<file path="src/rtl/core/fcsg_pkg.sv">
// fcsg_pkg: shared types and constants of the filled circle span generator
// no dependencies; used by the interfaces and every module in rtl/core

package fcsg_pkg;

  localparam int unsigned COORD_W   = 14;
  localparam int unsigned SPAN_W    = 15;
  localparam int unsigned DIAM_W    = 7;
  localparam int unsigned CLIP_W    = 12;
  localparam int unsigned CFG_IDX_W = 2;
  localparam int unsigned RAD_W     = 6;
  localparam int unsigned DEC_W     = 12;
  localparam int unsigned CMP_W     = 16;

  localparam int unsigned MAX_DIAMETER_DEF = 120;

  localparam logic [CFG_IDX_W-1:0] REG_BOUND_LEFT   = 2'd0;
  localparam logic [CFG_IDX_W-1:0] REG_BOUND_TOP    = 2'd1;
  localparam logic [CFG_IDX_W-1:0] REG_BOUND_RIGHT  = 2'd2;
  localparam logic [CFG_IDX_W-1:0] REG_BOUND_BOTTOM = 2'd3;

  localparam logic [CLIP_W-1:0] CLIP_LO_RESET = 12'd0;
  localparam logic [CLIP_W-1:0] CLIP_HI_RESET = 12'd4095;

  localparam logic signed [DEC_W-1:0] DEC_INIT   = 12'sd3;
  localparam logic signed [DEC_W-1:0] DEC_STEP_E = 12'sd6;
  localparam logic signed [DEC_W-1:0] DEC_STEP_D = 12'sd10;

  typedef struct packed {
    logic signed [COORD_W-1:0] cx;
    logic signed [COORD_W-1:0] cy;
    logic [RAD_W-1:0]          r;
    logic signed [DEC_W-1:0]   p;
  } job_t;

endpackage

</file>
<file path="src/rtl/core/fcsg_if.sv">
// fcsg_if: handshake channels of the filled circle span generator
// depends on fcsg_pkg for field widths

interface fcsg_cfg_if;
  logic                                valid;
  logic                                ready;
  logic [fcsg_pkg::CFG_IDX_W-1:0]      index;
  logic [fcsg_pkg::CLIP_W-1:0]         data;
  modport source (output valid, index, data, input ready);
  modport sink (input valid, index, data, output ready);
endinterface

interface fcsg_circle_if;
  logic                                valid;
  logic                                ready;
  logic signed [fcsg_pkg::COORD_W-1:0] center_x;
  logic signed [fcsg_pkg::COORD_W-1:0] center_y;
  logic [fcsg_pkg::DIAM_W-1:0]         diameter;
  modport source (output valid, center_x, center_y, diameter, input ready);
  modport sink (input valid, center_x, center_y, diameter, output ready);
endinterface

interface fcsg_span_if;
  logic                                valid;
  logic                                ready;
  logic signed [fcsg_pkg::SPAN_W-1:0]  span_left;
  logic signed [fcsg_pkg::SPAN_W-1:0]  span_right;
  logic signed [fcsg_pkg::SPAN_W-1:0]  row_upper;
  logic signed [fcsg_pkg::SPAN_W-1:0]  row_lower;
  logic                                last;
  modport source (output valid, span_left, span_right, row_upper, row_lower, last,
                  input ready);
  modport sink (input valid, span_left, span_right, row_upper, row_lower, last,
                output ready);
endinterface

</file>
<file path="src/rtl/core/fcsg_front.sv">
// fcsg_front: clip registers, circle intake, diameter saturation and rejection
// depends on fcsg_pkg and fcsg_if; feeds fcsg_queue with job_t words

module fcsg_front #(
  parameter int unsigned MAX_DIAMETER = fcsg_pkg::MAX_DIAMETER_DEF
) (
  input  logic                 clk,
  input  logic                 rst,
  fcsg_cfg_if.sink             cfg,
  fcsg_circle_if.sink          circle,
  output logic                 push_valid,
  input  logic                 push_ready,
  output fcsg_pkg::job_t       push_job
);

  localparam logic [fcsg_pkg::DIAM_W-1:0] DIAM_MAX = fcsg_pkg::DIAM_W'(MAX_DIAMETER);

  logic [fcsg_pkg::CLIP_W-1:0] bound_left;
  logic [fcsg_pkg::CLIP_W-1:0] bound_top;
  logic [fcsg_pkg::CLIP_W-1:0] bound_right;
  logic [fcsg_pkg::CLIP_W-1:0] bound_bottom;

  logic [fcsg_pkg::DIAM_W-1:0]       diam_sat;
  logic [fcsg_pkg::RAD_W-1:0]        rad;
  logic signed [fcsg_pkg::CMP_W-1:0] cx_w;
  logic signed [fcsg_pkg::CMP_W-1:0] cy_w;
  logic signed [fcsg_pkg::CMP_W-1:0] r_w;
  logic                              reject;

  assign cfg.ready = 1'b1;

  always_ff @(posedge clk) begin
    if (rst) begin
      bound_left   <= fcsg_pkg::CLIP_LO_RESET;
      bound_top    <= fcsg_pkg::CLIP_LO_RESET;
      bound_right  <= fcsg_pkg::CLIP_HI_RESET;
      bound_bottom <= fcsg_pkg::CLIP_HI_RESET;
    end else if (cfg.valid) begin
      case (cfg.index)
        fcsg_pkg::REG_BOUND_LEFT:   bound_left   <= cfg.data;
        fcsg_pkg::REG_BOUND_TOP:    bound_top    <= cfg.data;
        fcsg_pkg::REG_BOUND_RIGHT:  bound_right  <= cfg.data;
        fcsg_pkg::REG_BOUND_BOTTOM: bound_bottom <= cfg.data;
        default: ;
      endcase
    end
  end

  always_comb begin
    diam_sat = (circle.diameter > DIAM_MAX) ? DIAM_MAX : circle.diameter;
    rad      = diam_sat[fcsg_pkg::RAD_W:1];
    cx_w     = {{(fcsg_pkg::CMP_W-fcsg_pkg::COORD_W){circle.center_x[fcsg_pkg::COORD_W-1]}},
                circle.center_x};
    cy_w     = {{(fcsg_pkg::CMP_W-fcsg_pkg::COORD_W){circle.center_y[fcsg_pkg::COORD_W-1]}},
                circle.center_y};
    r_w      = $signed({{(fcsg_pkg::CMP_W-fcsg_pkg::RAD_W){1'b0}}, rad});
    reject   = (cx_w + r_w < $signed({4'b0, bound_left}))  ||
               (cx_w - r_w > $signed({4'b0, bound_right})) ||
               (cy_w + r_w < $signed({4'b0, bound_top}))   ||
               (cy_w - r_w > $signed({4'b0, bound_bottom}));
  end

  assign circle.ready = push_ready;
  assign push_valid   = circle.valid && !reject;

  always_comb begin
    push_job.cx = circle.center_x;
    push_job.cy = circle.center_y;
    push_job.r  = rad;
    push_job.p  = fcsg_pkg::DEC_INIT -
                  $signed({{(fcsg_pkg::DEC_W-fcsg_pkg::DIAM_W){1'b0}}, diam_sat});
  end

endmodule

</file>
<file path="src/rtl/core/fcsg_queue.sv">
// fcsg_queue: two-entry job queue between intake and span walker
// depends on fcsg_pkg for job_t

module fcsg_queue (
  input  logic           clk,
  input  logic           rst,
  input  logic           push_valid,
  output logic           push_ready,
  input  fcsg_pkg::job_t push_job,
  output logic           pop_valid,
  input  logic           pop_ready,
  output fcsg_pkg::job_t pop_job
);

  localparam int unsigned DEPTH = 2;
  localparam int unsigned PTR_W = $clog2(DEPTH);

  fcsg_pkg::job_t   slot [DEPTH];
  logic [PTR_W-1:0] wr_ptr;
  logic [PTR_W-1:0] rd_ptr;
  logic [PTR_W:0]   count;
  logic             do_push;
  logic             do_pop;

  assign push_ready = (count != (PTR_W+1)'(DEPTH));
  assign pop_valid  = (count != '0);
  assign pop_job    = slot[rd_ptr];
  assign do_push    = push_valid && push_ready;
  assign do_pop     = pop_valid && pop_ready;

  always_ff @(posedge clk) begin
    if (do_push) begin
      slot[wr_ptr] <= push_job;
    end
  end

  always_ff @(posedge clk) begin
    if (rst) begin
      wr_ptr <= '0;
      rd_ptr <= '0;
      count  <= '0;
    end else begin
      if (do_push) wr_ptr <= wr_ptr + 1'b1;
      if (do_pop)  rd_ptr <= rd_ptr + 1'b1;
      if (do_push && !do_pop) begin
        count <= count + 1'b1;
      end else if (do_pop && !do_push) begin
        count <= count - 1'b1;
      end
    end
  end

endmodule

</file>
<file path="src/rtl/core/fcsg_back.sv">
// fcsg_back: midpoint walker that emits one span pair per cycle unless span.ready stalls
// depends on fcsg_pkg and fcsg_if; takes job_t words from fcsg_queue

module fcsg_back (
  input  logic           clk,
  input  logic           rst,
  input  logic           pop_valid,
  output logic           pop_ready,
  input  fcsg_pkg::job_t pop_job,
  fcsg_span_if.source    span
);

  localparam logic [1:0] ST_IDLE = 2'd0;
  localparam logic [1:0] ST_EAST = 2'd1;
  localparam logic [1:0] ST_DIAG = 2'd2;
  localparam logic [1:0] ST_TAIL = 2'd3;

  localparam int unsigned RW = fcsg_pkg::RAD_W;
  localparam int unsigned SW = fcsg_pkg::SPAN_W;

  logic [1:0]                         state;
  logic [1:0]                         state_next;
  logic signed [fcsg_pkg::COORD_W-1:0] cx;
  logic signed [fcsg_pkg::COORD_W-1:0] cy;
  logic [RW-1:0]                      x;
  logic [RW-1:0]                      y;
  logic signed [fcsg_pkg::DEC_W-1:0]  p;
  logic signed [fcsg_pkg::DEC_W-1:0]  p_next;

  logic                  advance;
  logic                  last_next;
  logic [RW:0]           x_inc;
  logic [RW:0]           y_dec;
  logic [RW-1:0]         col_off;
  logic [RW-1:0]         row_off;
  logic signed [SW-1:0]  cx_w;
  logic signed [SW-1:0]  cy_w;
  logic signed [SW-1:0]  col_w;
  logic signed [SW-1:0]  row_w;
  logic signed [fcsg_pkg::DEC_W-1:0] x4;
  logic signed [fcsg_pkg::DEC_W-1:0] y4;

  assign advance   = (state != ST_IDLE) && (!span.valid || span.ready);
  assign pop_ready = (state == ST_IDLE);

  always_comb begin
    x_inc   = {1'b0, x} + 1'b1;
    y_dec   = {1'b0, y} - 1'b1;
    x4      = $signed({{(fcsg_pkg::DEC_W-RW-2){1'b0}}, x, 2'b00});
    y4      = $signed({{(fcsg_pkg::DEC_W-RW-2){1'b0}}, y, 2'b00});
    col_off = (state == ST_EAST) ? y : x;
    row_off = (state == ST_EAST) ? x : y;
    cx_w    = {{(SW-fcsg_pkg::COORD_W){cx[fcsg_pkg::COORD_W-1]}}, cx};
    cy_w    = {{(SW-fcsg_pkg::COORD_W){cy[fcsg_pkg::COORD_W-1]}}, cy};
    col_w   = $signed({{(SW-RW){1'b0}}, col_off});
    row_w   = $signed({{(SW-RW){1'b0}}, row_off});

    state_next = state;
    p_next     = p;
    last_next  = 1'b0;
    case (state)
      ST_EAST: begin
        if (p < 0) begin
          p_next     = p + x4 + fcsg_pkg::DEC_STEP_E;
          state_next = (x_inc < {1'b0, y}) ? ST_EAST : ST_TAIL;
        end else begin
          state_next = ST_DIAG;
        end
      end
      ST_DIAG: begin
        p_next = p + x4 - y4 + fcsg_pkg::DEC_STEP_D;
        if (x_inc < y_dec) begin
          state_next = ST_EAST;
        end else if (x_inc == y_dec) begin
          state_next = ST_TAIL;
        end else begin
          state_next = ST_IDLE;
          last_next  = 1'b1;
        end
      end
      ST_TAIL: begin
        state_next = ST_IDLE;
        last_next  = 1'b1;
      end
      default: ;
    endcase
  end

  always_ff @(posedge clk) begin
    if (rst) begin
      state <= ST_IDLE;
    end else if (state == ST_IDLE) begin
      if (pop_valid) begin
        state <= (pop_job.r != '0) ? ST_EAST : ST_TAIL;
      end
    end else if (advance) begin
      state <= state_next;
    end
  end

  always_ff @(posedge clk) begin
    if (state == ST_IDLE) begin
      if (pop_valid) begin
        cx <= pop_job.cx;
        cy <= pop_job.cy;
        x  <= '0;
        y  <= pop_job.r;
        p  <= pop_job.p;
      end
    end else if (advance) begin
      p <= p_next;
      if (state == ST_DIAG || (state == ST_EAST && p < 0)) begin
        x <= x_inc[RW-1:0];
      end
      if (state == ST_DIAG) begin
        y <= y_dec[RW-1:0];
      end
    end
  end

  // output word register
  always_ff @(posedge clk) begin
    if (rst) begin
      span.valid <= 1'b0;
    end else if (advance) begin
      span.valid <= 1'b1;
    end else if (span.ready) begin
      span.valid <= 1'b0;
    end
  end

  always_ff @(posedge clk) begin
    if (advance) begin
      span.span_left  <= cx_w - col_w;
      span.span_right <= cx_w + col_w;
      span.row_upper  <= cy_w - row_w;
      span.row_lower  <= cy_w + row_w;
      span.last       <= last_next;
    end
  end

endmodule

</file>
<file path="src/rtl/core/filled_circle_span_generator.sv">
// filled_circle_span_generator: top level of the filled circle span generator
// depends on fcsg_pkg, fcsg_if, fcsg_front, fcsg_queue and fcsg_back
//
//   channel  dir  fields                                              word moves when
//   cfg      in   index, data                                         valid && ready
//   circle   in   center_x, center_y, diameter                        valid && ready
//   span     out  span_left, span_right, row_upper, row_lower, last   valid && ready
//
// an accepted circle enters the queue and is loaded by the walker once the walker is idle,
// then one span pair per cycle unless span.ready stalls, always radius + 1 pairs per circle
// rejected circles are taken at intake and produce no word
// the two-entry queue lets intake go on while the walker stalls on span.ready
// rst is synchronous; it restores the full clip window and empties the queue

module filled_circle_span_generator #(
  parameter int unsigned MAX_DIAMETER = fcsg_pkg::MAX_DIAMETER_DEF
) (
  input  logic        clk,
  input  logic        rst,
  fcsg_cfg_if.sink    cfg,
  fcsg_circle_if.sink circle,
  fcsg_span_if.source span
);

  logic           push_valid;
  logic           push_ready;
  fcsg_pkg::job_t push_job;
  logic           pop_valid;
  logic           pop_ready;
  fcsg_pkg::job_t pop_job;

  fcsg_front #(
    .MAX_DIAMETER(MAX_DIAMETER)
  ) u_front (
    .clk        (clk),
    .rst        (rst),
    .cfg        (cfg),
    .circle     (circle),
    .push_valid (push_valid),
    .push_ready (push_ready),
    .push_job   (push_job)
  );

  fcsg_queue u_queue (
    .clk        (clk),
    .rst        (rst),
    .push_valid (push_valid),
    .push_ready (push_ready),
    .push_job   (push_job),
    .pop_valid  (pop_valid),
    .pop_ready  (pop_ready),
    .pop_job    (pop_job)
  );

  fcsg_back u_back (
    .clk       (clk),
    .rst       (rst),
    .pop_valid (pop_valid),
    .pop_ready (pop_ready),
    .pop_job   (pop_job),
    .span      (span)
  );

endmodule
</file>
<file path="src/flat_wrapper.sv">
// flat-port wrapper written by rule: the top's interface ports become plain ports
module filled_circle_span_generator_flat 
#(
  parameter int unsigned MAX_DIAMETER = fcsg_pkg::MAX_DIAMETER_DEF
)
  (clk, rst, cfg_valid, cfg_index, cfg_data, cfg_ready, circle_valid, circle_center_x, circle_center_y, circle_diameter, circle_ready, span_valid, span_span_left, span_span_right, span_row_upper, span_row_lower, span_last, span_ready);
  fcsg_cfg_if cfg_i ();
  fcsg_circle_if circle_i ();
  fcsg_span_if span_i ();
  input  logic clk;
  input  logic rst;
  input wire logic [$bits(cfg_i.valid)-1:0] cfg_valid;
  input wire logic [$bits(cfg_i.index)-1:0] cfg_index;
  input wire logic [$bits(cfg_i.data)-1:0] cfg_data;
  output wire logic [$bits(cfg_i.ready)-1:0] cfg_ready;
  input wire logic [$bits(circle_i.valid)-1:0] circle_valid;
  input wire logic [$bits(circle_i.center_x)-1:0] circle_center_x;
  input wire logic [$bits(circle_i.center_y)-1:0] circle_center_y;
  input wire logic [$bits(circle_i.diameter)-1:0] circle_diameter;
  output wire logic [$bits(circle_i.ready)-1:0] circle_ready;
  output wire logic [$bits(span_i.valid)-1:0] span_valid;
  output wire logic [$bits(span_i.span_left)-1:0] span_span_left;
  output wire logic [$bits(span_i.span_right)-1:0] span_span_right;
  output wire logic [$bits(span_i.row_upper)-1:0] span_row_upper;
  output wire logic [$bits(span_i.row_lower)-1:0] span_row_lower;
  output wire logic [$bits(span_i.last)-1:0] span_last;
  input wire logic [$bits(span_i.ready)-1:0] span_ready;
  assign cfg_i.valid = cfg_valid;
  assign cfg_i.index = cfg_index;
  assign cfg_i.data = cfg_data;
  assign cfg_ready = cfg_i.ready;
  assign circle_i.valid = circle_valid;
  assign circle_i.center_x = circle_center_x;
  assign circle_i.center_y = circle_center_y;
  assign circle_i.diameter = circle_diameter;
  assign circle_ready = circle_i.ready;
  assign span_valid = span_i.valid;
  assign span_span_left = span_i.span_left;
  assign span_span_right = span_i.span_right;
  assign span_row_upper = span_i.row_upper;
  assign span_row_lower = span_i.row_lower;
  assign span_last = span_i.last;
  assign span_i.ready = span_ready;
  filled_circle_span_generator #(.MAX_DIAMETER(MAX_DIAMETER)) u_core (.clk(clk), .rst(rst), .cfg(cfg_i), .circle(circle_i), .span(span_i));
endmodule
</file>
<file path="config.mk">
export PLATFORM = sky130hd
export DESIGN_NAME = filled_circle_span_generator_flat
export DESIGN_NICKNAME = d
export VERILOG_FILES = /design/src/rtl/core/fcsg_pkg.sv /design/src/rtl/core/fcsg_if.sv /design/src/rtl/core/fcsg_front.sv /design/src/rtl/core/fcsg_queue.sv /design/src/rtl/core/fcsg_back.sv /design/src/rtl/core/filled_circle_span_generator.sv /design/src/flat_wrapper.sv
export SDC_FILE = /design/constraint.sdc
export NUM_CORES = 1
export LEC_CHECK = 0
export BUFFER_PORTS_ARGS = -buffer_cell sky130_fd_sc_hd__buf_2
export CORE_ASPECT_RATIO = 0.75
export CORE_MARGIN = 3
export CORE_UTILIZATION = 55
export CTS_BUF_LIST = sky130_fd_sc_hd__clkbuf_16
export DETAILED_ROUTE_END_ITERATION = 8
export GPL_TIMING_DRIVEN = 0
export HOLD_SLACK_MARGIN = 0.08
export PLACE_DENSITY = 0.74
export SETUP_SLACK_MARGIN = 0.05
export SLEW_MARGIN = 20
export SYNTH_ARGS = -nofsm -noshare
export SYNTH_HDL_FRONTEND = slang
export SYNTH_SLANG_ARGS = --single-unit
</file>
<file path="constraint.sdc">
create_clock -name clk -period 8.7 [get_ports clk]
set_clock_uncertainty 0.05 [all_clocks]
set_input_delay 0.87 -clock clk [delete_from_list [all_inputs] [get_ports clk]]
set_output_delay 0.87 -clock clk [all_outputs]
set_load 0.02 [all_outputs]
</file>
==> results of run 1 <==
## power by group through the flow
stage          logic [mW]  registers [mW]  clock network (mW)
2_1_floorplan        2.31            2.09                   0
3_3_place_gp         3.21            1.94                   0
3_5_place_dp         3.32            1.93                   0
4_1_cts              3.35            1.91                1.14
5_1_grt              3.75            1.94                1.19
6_report             3.37            1.91                1.12
## cell usage after synthesis (29+ instances only)
library cell  count  area share (%)
mux2_2           35             2.7
o21ai_0          41             1.4
xor2_1           35             2.1
mux2i_1          29             2.0
nor3_1           30             1.0
dfxtp_1          56             7.8
xnor2_1          81             4.9
nor2_1          114             3.0
edfxtp_1        190              40
inv_1           123             3.2
nand2_1          59             1.5
clkbuf_1         33            0.86
a21oi_1          56             1.9
ha_1            142              12
## metrics by stage
| stage | TNS [ns] | std cells |
|---|---|---|
| floorplan | 0 | 1321 |
| global placement | -10.13 | 1773 |
| detailed placement | 0 | 1776 |
| CTS | 0 | 1822 |
| global route | 0 | 1822 |
| finish | 0 | 1822 |
## cell type report
class	count	area share (%)
Multi-Input combinational cell	902	42.47
Sequential cell	246	41.73
Timing Repair Buffer	117	3.871
Clock buffer	25	3.825
Inverter	125	2.884
Tap cell	338	2.585
Clock inverter	21	1.354
Buffer	48	1.277
## routing by layer
layer  up-vias  part of all wire (%)  GRT usage (%)  wire, um
li1       5006                     -              -         -
met1      4862                    47          34.73     15500
met2       330                    44          36.09     14580
met3        46                   7.3          4.369      2421
met4         4                   1.6          4.156       531
met5         -                 0.064              0        21
## state kept, by name, summed over array words and instances (netlist names), 14 cells and up, named ones only
name                           cells
u_core.u_queue.slot               80
u_core.u_back.span.row_upper      15
u_core.u_back.span.span_left      15
u_core.u_back.cx                  14
u_core.u_back.cy                  14
u_core.u_back.span.row_lower      14
u_core.u_back.span.span_right     14
## how the worst max path moves through the flow
stage / to / depth (start not counted) / start
floorplan: u_core.u_queue.slot[0][11]$_DFFE_PP_ / 19 / circle_diameter[3]
CTS: u_core.u_queue.slot[0][24]$_DFFE_PP_ / 21 / circle_diameter[6]
detailed placement: u_core.u_queue.slot[0][25]$_DFFE_PP_ / 21 / circle_diameter[6]
finish: u_core.u_queue.slot[0][24]$_DFFE_PP_ / 21 / circle_diameter[6]
global placement: u_core.u_queue.slot[0][24]$_DFFE_PP_ / 20 / circle_diameter[6]
global route: u_core.u_queue.slot[0][29]$_DFFE_PP_ / 21 / circle_diameter[6]
## layout by cell type, fill, tap and decap left out, types with 27 or more instances in the layout
cell      count
mux2i_1      29
xor2_1       35
clkbuf_1     33
nor3_1       30
xnor2_1      81
edfxtp_1    190
mux2_2       35
a21oi_1      56
o21ai_0      41
buf_2       116
nor2_1      114
dfxtp_1      56
ha_1        142
nand2_1      59
inv_1       125
nand3_1      27
## critical path, delay by kind of cell
| family | cells | cell delay, ns |
|---|---|---|
| fa+ha+maj | 4 | 1.22 |
| xor+xnor | 1 | 0.17 |
| compound gates | 3 | 1.37 |
| simple gates | 10 | 2.46 |
| buf+inv | 3 | 0.48 |
## cell families (layout without fill, tap and decap cells)
| kind of cell | Yosys count | count (layout) | synth area share [%] |
|---|---|---|---|
| AO/OA/AOI/OAI | 240 | 240 | 11.35 |
| XOR/XNOR | 116 | 116 | 7.038 |
| adder cells (fa/ha/maj) | 152 | 152 | 13.63 |
| buffers and inverters | 173 | 336 | 4.697 |
| flip-flops | 246 | 246 | 47.29 |
| multiplexers | 65 | 65 | 4.845 |
| other | 1 | 1 | 0.02598 |
| AND/OR/NAND/NOR | 328 | 328 | 11.12 |
==> metrics.md, run 1 <==
| Metric | Value |
|---|---|
| CP cell instances | buf_2, nand4_1, and2_1, ha_1, inv_1, fa_1, nor2b_1, o2111ai_1, nand3_2, nor4_1, xnor2_1, ha_1, nand3_1, nor2_1, a2111oi_0, nor3_1, maj3_2, a221o_1, nor4_4, nor2b_4, buf_16 |
| RR Startpoint | u_core.u_back.x[1]$_SDFFCE_PP0P_ |
| H-tree depth | 1 |
| Setup CP Type | input pin to flip-flop |
| Most common flop cell mapped by yosys | edfxtp_1 |
| Latest clock arrival within the worst-skew pair | approximately 0.54 ns |
| Final period util | between 70% and 80% |
| Clk sinks | about 250 |
| Detailed placer's ending HPWL | about 25 mm |
| FF-to-FF setup slack | 4.43 ns |
| Hold buffer count at CTS | 0 |
| Final WL | 33.05 mm |
| Via Count | ~10,000 |
| Comb power frac | between 50 and 60% |
| Setup violators final | 0 |
| Crit. End Element | flip-flop |
| YS warnings | 0 |
| FF/Latch Area | between 6000 and 7000 um2 |
| ANT nets after route | 0 |
| Gr ovfl total | 0 |
| Worst slew pin tran | 0.9912 ns |
| Cell Area, Synth | 14,440 um2 |
| Status | finished clean |
| Switching pwr | between 2 and 3 mW |
| Share of layout cells above drive strength 1 | between 10% and 20% |
| Hold EP | u_core.u_front.bound_top[8]$_SDFFE_PP0P_ |
| Post-Syn Instances | between 1,000 and 1,500 |
| Clk buf depth | 3 |
| Post-route cell area | 16,360 um2 |
| #FFs+latches synth | around 250 |
| Crit path max fanout | 21 |
| Largest net degree at the start of global routing | 60 |
| Sw Share | about two fifths |
| Final GP Congestion | 0.9003 |
| FP Rows | 50 |
| Pre-CTS WS | between 1.5 and 2 ns |
| Fin crit period | 6.424 ns |
| Vias in the first global route | just under 10,000 |
| Reg power frac | 29.8% |
| RSZ-0062 raised after global routing | no |
| Hold WS | about 0.45 ns |
| WL/cell | roughly 18 um |
| Ant diodes | 0 |
| HP Start | u_core.u_front.bound_top[8]$_SDFFE_PP0P_ |
| Via density | 5.625 |
| Startpoint Class | input pin |
| R2R cell count | 15 |
| Drt pass-1 iters | 5 |
| All-Layer GR Usage | 23.32% |
| Initial antenna violation count | 2 |
| Crit path largest cell delay | between 0.6 and 0.7 ns |
| Fillcell total | between 2,000 and 2,500 |
| Layout area overhead | 13.30% |
| EDFF count, synth | 190 |
| Asr flop ratio synth | 0% |
| Avg Synthesized Cell Area | around 11 um2 |
| CTS tree | yes |
| Leakage | slightly below 7 nW |
| Tot Pwr | 6.400 mW |
| CP most frequent cell | ha_1 |
| Iter 0 DRT Violations | between 700 and 800 |
| Port bufs | between 100 and 150 |
| Clock-pin transition on the worst setup and hold timing paths | 0.07 ns |
| Peak VDD IR | approximately 270 uV |
| Max-cap violations | 0 |
| Register area share after synthesis | a little under half |
| IO Pins | 118 |
| End-of-flow core utilization | 64.40% |
| CP required | around 9 ns |
| Fin. max-slew vios | 0 |
| CTS Root Cell | clkbuf_16 |
| # Post-CTS Setup Buffers | 0 |
| Count of final hold-check violations | 0 |
| DIE AREA | 28,250 um2 |
| Die X | between 150 and 200 um |
| Starting Density | approximately 57% |
| Syn nets | between 1,500 and 2,000 |
| Max Clk Rate | roughly 160 MHz |
| P_int | around 3.7 mW |
| Reg2reg end | u_core.u_back.p[11]$_DFFE_PP_ |
| Slew headroom | between 30% and 40% |
| Arrival time worst endpoint | 6.60 ns |
| First-pass GRT wire length | 52.56 mm |
| Num CTS Buffers | 25 |
| Hold depth | 2 |
| Pwr dens | 391.2 nW/um2 |
| Synth unique cells | 81 |
| Layout Nets | between 1,500 and 2,000 |
| Die Height | approximately 150 um |
| Post_cts resized | 0 |
| Final worst slack | around 2.3 ns |
| Min-delay worst type | flip-flop to flip-flop |
| Drt drc | 0 |
| Worst path slowest cell | a2111oi_0 |
| Multi-input logic area | between 6000 and 7000 um2 |
| Clock share of power | 17.4% |
| Core area | 25,400 um2 |
| Placed instance area | 15,510 um2 |
No activity file was read; power rests on OpenSTA's default activity.
==> run 2: changes to the inputs <==
Settings changed: ABC_AREA set to 1, PLACE_DENSITY 0.74 to 0.77.
Clock period 8.7 ns to 5.4 ns, I/O delays scaled along.
==> metrics.md, run 2 <==
| Metric | Value |
|---|---|
| Via density | 5.502 (-2.2%) |
| Commonest non-fill, non-tap cell in the layout | nand2_1 |
| Drt drc | 0 (unchanged) |
| #FFs+latches synth | 246 (unchanged) |
| Post-Synth XOR/XNOR Area | 6.302% (-0.74 points) |
| Ant diodes | 0 (unchanged) |
| YS warnings | 0 (unchanged) |
| ANT nets after route | 0 (unchanged) |
| Largest net degree at the start of global routing | 40 (-33%) |
| CP required | 5.78 ns (-3.09 ns) |
| Clk sinks | 246 (unchanged) |
| Avg Synthesized Cell Area | 9.064 um2 (-17%) |
| Placed instance area | 15,960 um2 (+2.9%) |
| Max FFs per register | 80 (unchanged) |
| Most common flop cell mapped by yosys | edfxtp_1 |
| CTS tree | yes |
| Post-Syn Instances | 1,634 (+24%) |
| Starting Density | 56.47% (-0.37 points) |
| Cell Area, Synth | 14,810 um2 (+2.6%) |
| Largest family of logic cells by synthesized area | simple AND/OR/NAND/NOR gates |
| Biggest register | u_core.u_queue.slot |
| Largest registers | u_core.u_queue.slot (80), u_core.u_back.span.row_upper (15), u_core.u_back.span.span_left (15) |
| Initial antenna violation count | 0 (-2) |
| Final period util | roughly 90% |
| Clk buf depth | 3 (unchanged) |
| Fin. max-slew vios | 0 (unchanged) |
| Compound-cell area share of the yosys netlist | 9.927% (-1.4 points) |
| Pwr dens | 637.3 nW/um2 (+63%) |
| Via Count | 11,800 (+15%) |
| Final WL | 36.70 mm (+11%) |
| Peak VDD IR | 567.5 uV (+110%) |
| Latest clock arrival within the worst-skew pair | 0.54 ns (about the same) |
| Min-delay worst type | input pin to flip-flop |
| Gr ovfl total | 0 (unchanged) |
| Iter 0 DRT Violations | 898 (+18%) |
| Layout area overhead | 14.00% |
| FP Rows | 51 (+2.0%) |
| Share of layout cells above drive strength 1 | 12.77% (-2.0 points) |
| Port bufs | 115 (+0.88%) |
| Leakage | 7.609 nW (+13%) |
| Worst slew pin tran | 0.9682 ns (-0.02299 ns) |
| Crit. End Element | flip-flop |
| Most frequent cell after synthesis | nand2_1 |
| Fin crit period | slightly below 5 ns |
| Slew headroom | 34.77% (+1.5 points) |
| Setup CP Type | input pin to flip-flop |
| Count of final hold-check violations | 0 (unchanged) |
| Detailed placer's ending HPWL | 28.35 mm (+13%) |
| Final GP Congestion | 0.9303 (+3.3%) |
| Clock-pin transition on the worst setup and hold timing paths | 0.07 ns (about the same) |
| Asr flop ratio synth | 0% (unchanged) |
| First-pass GRT wire length | 57.64 mm (+9.7%) |
| Top cells by area, synth | edfxtp_1, ha_1, nand2_1, dfxtp_1, inv_1 |
| Synth unique cells | 51 (-37%) |
| Yosys top cell by area | edfxtp_1 |
| Num CTS Buffers | 24 (-4.0%) |
| RSZ-0062 raised after global routing | no |
| CTS Root Cell | clkbuf_16 |
| Register area share after synthesis | 46.09% (-1.2 points) |
| Die Height | 148.1 um (+1.2%) |
| Worst path slowest cell | fa_1 |
| Dpl cells | 2,098 (+18%) |
| Startpoint Class | input pin |
| DIE AREA | 28,950 um2 (+2.5%) |
| WL/cell | 17.11 um (-5.7%) |
| Post-synth top cells | nand2_1, inv_1, edfxtp_1 |
| Drt pass-1 iters | 5 (unchanged) |
| Crit path largest cell delay | 0.41 ns (-0.26 ns) |
| Status | finished clean |
| Core area | 26,230 um2 (+3.3%) |
| Die X | 195.5 um (+1.2%) |
| Most frequent cells in the layout | nand2_1, inv_1, edfxtp_1 |
| IO Pins | 118 (unchanged) |
| Post-route cell area | 16,880 um2 (+3.2%) |
| Crit path max fanout | 6 (-71%) |
| Max Clk Rate | ~210 MHz |
| Arrival time worst endpoint | 5.24 ns (-1.36 ns) |
| Adder-cell area share of the yosys netlist | 13.21% (-0.42 points) |
| Max-cap violations | 0 (unchanged) |
| H-tree depth | 1 (unchanged) |
| All-Layer GR Usage | 24.82% (+1.5 points) |
| EDFF count, synth | 190 (unchanged) |
| Syn nets | 1,839 (+21%) |
| Pre-CTS WS | -0.3167 ns (-2.088 ns) |
| Layout Nets | 1,988 (+19%) |
| Area share of and/or/nand/nor cells after synthesis | 16.82% (+5.7 points) |
| Mux share of post-synthesis cell area | 0.2703% (-4.6 points) |
| Final worst slack | 0.5390 ns (-1.737 ns) |
| Top cell type's share of synthesized area | 38.52% (-1.0 points) |
| Setup violators final | 0 (unchanged) |
| Non-Filler Instances | 2,145 (+18%) |
| Vias in the first global route | 11,120 (+12%) |
## run 2: cell families after synthesis
kind of cell / count (synthesis)
muxes: 4
AOI/OAI and AO/OA: 264
DFF: 246
adders and majority gates: 151
other: 1
buffers and inverters: 282
and+or+nand+nor: 582
xor gates and xnor gates: 104
## run 2: worst max-delay path, delay by kind of cell
family / cells / cell delay, ns
AO/OA/AOI/OAI: 7 / 0.87
XOR/XNOR: 1 / 0.17
adder cells (fa/ha/maj): 4 / 1.21
buffers and inverters: 6 / 0.87
AND/OR/NAND/NOR: 12 / 1.55
## run 2: worst paths after layout
| path | from | end | slack (ns) | cells past startpoint |
|---|---|---|---|---|
| setup / recovery | circle_diameter[6] | u_core.u_queue.count[1]$_SDFFE_PP0P_ | 0.54 | 30 |
| hold / removal | circle_center_y[11] | u_core.u_queue.slot[1][29]$_DFFE_PP_ | 0.16 | 1 |
| setup reg to reg | u_core.u_back.x[0]$_SDFFCE_PP0P_ | u_core.u_back.p[11]$_DFFE_PP_ | 1.45 | 19 |
| hold reg to reg | u_core.u_front.bound_top[6]$_SDFFE_PP0P_ | u_core.u_front.bound_top[6]$_SDFFE_PP0P_ | 0.42 | 2 |
## run 2: layer usage
| metal | vias up | track usage (%) | wire length (um) |
|---|---|---|---|
| met5 | - | 0 | 0 |
| met1 | 5485 | 36.13 | 16210 |
| met4 | 0 | 6.377 | 976 |
| met3 | 61 | 4.914 | 3613 |
| met2 | 491 | 38.51 | 15900 |
| li1 | 5764 | - | - |
## run 2: cell type report
class | count | area [um2]
clock buffer | 24 | 600.6
inverter | 235 | 882.1
timing repair buffer | 123 | 733.2
tap | 344 | 430.4
clock inverter | 20 | 269.0
sequential | 246 | 6827
fill | 2066 | 9343
buffer | 47 | 206.4
multi-input combinational | 1106 | 6935
## run 2: stage by stage
step	util (%)	total power, mW	hold slack [ns]	setup TNS, ns
after detailed placement	60.84	8.816	0.3980	-19.15
after global placement	60.32	8.543	0.3877	-87.72
after CTS	64.15	10.70	0.1448	0
after global routing	64.38	11.60	0.1626	0
after floorplan	-	7.249	0.3755	0
final	64.38	10.76	0.1597	0
## run 2: timing repair
item,CTS,global route
hold buffers,0,0
setup endpoints to repair,0,83
gates resized for setup,0,5
buffers inserted,0,3
## run 2: power breakdown
part	internal (mW)	switching, mW	total, mW
Combinational	1.98	3.81	5.79
Clock	1.10	0.743	1.85
Sequential	2.84	0.284	3.12
==> run 3: changes to the inputs <==
Settings changed: CORE_MARGIN 3 to not set.
==> metrics.md, run 3 (synthesis gave the netlist of run 2 again) <==
| Metric | Value |
|---|---|
| Fillcell total | 2,147 (+3.9%) |
| All-Layer GR Usage | 25.70% (+0.88 points) |
| Max FFs per register | 80 (unchanged) |
| Crit. End Element | flip-flop |
| Clk sinks | 246 (unchanged) |
| Gr ovfl total | 0 (unchanged) |
| Most frequent cells in the layout | nand2_1, inv_1, edfxtp_1 |
| GR Layer Usage met2 | 40.05% (+1.5 points) |
| FF/Latch Area | 6827 um2 (unchanged) |
| CP required | 5.77 ns (about the same) |
| Max-cap violations | 0 (unchanged) |
| # Post-CTS Setup Buffers | 0 (unchanged) |
| Layout area overhead | 13.44% |
| FP Rows | 51 (unchanged) |
| Vias in the first global route | 10,510 (-5.5%) |
| Crit path max fanout | 6 (unchanged) |
| DIE AREA | 27,590 um2 (-4.7%) |
| Worst path slowest cell | fa_1 |
| Num CTS Buffers | 25 (+4.2%) |
| Drt drc | 0 (unchanged) |
| Hold buffer count at CTS | 0 (unchanged) |
| Leakage | 7.590 nW (-0.26%) |
| HP Start | circle_center_y[11] |
| RR Startpoint | u_core.u_back.x[0]$_SDFFCE_PP0P_ |
| Reg2reg end | u_core.u_back.p[9]$_DFFE_PP_ |
| CTS Root Cell | clkbuf_16 |
| Multi-input logic area | 6924 um2 (-0.16%) |
| Post_cts resized | 0 (unchanged) |
| Via Count | 11,540 (-2.2%) |
| Fin crit period | 5.088 ns (+0.2274 ns) |
| Final GP Congestion | 0.9215 (-0.95%) |
| Clock-pin transition on the worst setup and hold timing paths | 0.07 ns (about the same) |
| Pwr dens | 626.0 nW/um2 (-1.8%) |
| Slew headroom | 34.45% (-0.32 points) |
| Setup CP Type | input pin to flip-flop |
| Crit path largest cell delay | 0.41 ns (about the same) |
| Tot Pwr | 10.52 mW (-2.2%) |
| Pre-CTS WS | -0.2391 ns (+0.07764 ns) |
| Final WL | 35.22 mm (-4.0%) |
| Die X | 191.5 um (-2.0%) |
| Detailed placer's ending HPWL | 27.32 mm (-3.7%) |
| Drt pass-1 iters | 6 (+1) |
| IO Pins | 118 (unchanged) |
| Hold WS | 0.1604 ns (+0.0007790 ns) |
| Die Height | 144.1 um (-2.7%) |
| First-pass GRT wire length | 55.01 mm (-4.6%) |
| R2R cell count | 16 (-3) |
| Met3 usage | 4.174% (-0.74 points) |
| Critical Path Source | circle_diameter[6] |
| Max Clk Rate | 196.5 MHz (-4.5%) |
| Ant diodes | 0 (unchanged) |
| Min-delay worst type | input pin to flip-flop |
| Setup violators final | 0 (unchanged) |
| Worst setup path end | u_core.u_queue.count[1]$_SDFFE_PP0P_ |
| Fin. max-slew vios | 0 (unchanged) |
| Status | finished clean |
| Initial antenna violation count | 1 (+1) |
| Port bufs | 115 (unchanged) |
| Via density | 5.378 (-2.2%) |
| Iter 0 DRT Violations | 913 (+1.7%) |
| GR Layer Usage met1 | 37.31% (+1.2 points) |
| RSZ-0062 raised after global routing | no |
| Peak VDD IR | 460.3 uV (-19%) |
| Largest net degree at the start of global routing | 61 (+53%) |
| Grt peak-use layer | met2 |
| Final worst slack | 0.3117 ns (-0.2274 ns) |
| Largest registers | u_core.u_queue.slot (80), u_core.u_back.span.row_upper (15), u_core.u_back.span.span_left (15) |
| WL/cell | 16.41 um (-4.1%) |
| Count of final hold-check violations | 0 (unchanged) |
| Final period util | 94.23% (+4.2 points) |
| Worst slew pin tran | 0.9730 ns (+0.004790 ns) |
| FF-to-FF setup slack | 1.49 ns (+0.04 ns) |
| Commonest non-fill, non-tap cell in the layout | nand2_1 |
| Starting Density | 56.47% (unchanged) |
| Startpoint Class | input pin |
| Clk buf depth | 3 (unchanged) |
| Arrival time worst endpoint | 5.46 ns (+0.22 ns) |
| Latest clock arrival within the worst-skew pair | 0.54 ns (about the same) |
| Biggest register | u_core.u_queue.slot |
| ANT nets after route | 0 (unchanged) |
| CTS tree | yes |
| Layout Nets | 1,989 (+0.050%) |
| Core area | 26,230 um2 (unchanged) |
| H-tree depth | 1 (unchanged) |
| Share of layout cells above drive strength 1 | 12.54% (-0.23 points) |
-- run 3: cell count changes in the layout (fill, tap and decap cells not counted), sizes merged --
cell,change
clkbuf,+1
clkinv,-3
inv,+6
bufinv,-3
-- run 3: stage by stage --
| stage | instance area, um2 | TNS (ns) | cells | utilization (%) |
|---|---|---|---|---|
| 2_1_floorplan | 14810 | 0 | 1634 | - |
| 3_3_place_gp | 15820 | -88.42 | 2093 | 60.32 |
| 3_5_place_dp | 15940 | -7.560 | 2098 | 60.77 |
| 4_1_cts | 16780 | 0 | 2143 | 63.98 |
| 5_1_grt | 16800 | 0 | 2146 | 64.06 |
| 6_report | 16800 | 0 | 2146 | 64.06 |
-- run 3: area by class of cell --
| cell class | instances | area share [%] |
|---|---|---|
| plain buffers | 47 | 1.229 |
| multi-input cells | 1106 | 41.21 |
| flip-flops and latches | 246 | 40.63 |
| clock buffers | 25 | 3.724 |
| inverters | 235 | 5.265 |
| clock inverters | 20 | 1.281 |
| well taps | 344 | 2.562 |
| repair buffers | 123 | 4.096 |
-- run 3: layer usage --
metal  vias to the layer above  wire length, um  part of all wire (%)
met1                      5307            16260                    46
met5                         -               21                 0.060
met3                        52             2974                   8.4
met2                       410            15220                    43
li1                       5771                -                     -
met4                         2              750                   2.1
-- run 3: where the power goes --
part / internal, mW / switching (mW)
sequential: 2.84 / 0.276
clock: 1.01 / 0.765
combinational: 1.96 / 3.67
total: 5.81 / 4.71
-- run 3: critical path: cells and delay by family --
family / cells / cell delay [ns]
simple gates: 12 / 1.59
compound gates: 7 / 1.03
xor+xnor: 1 / 0.19
fa+ha+maj: 4 / 1.23
buf+inv: 6 / 0.86
-- run 3: worst min-delay path by stage --
stage	slack, ns	to	depth (start not counted)
2_1_floorplan	0.38	flip-flop	1
3_3_place_gp	0.39	u_core.u_queue.rd_ptr$_SDFFE_PP0P_	1
3_5_place_dp	0.40	flip-flop	1
4_1_cts	0.15	u_core.u_queue.slot[0][29]$_DFFE_PP_	1
5_1_grt	0.15	u_core.u_queue.slot[0][29]$_DFFE_PP_	1
6_report	0.16	u_core.u_queue.slot[0][29]$_DFFE_PP_	1
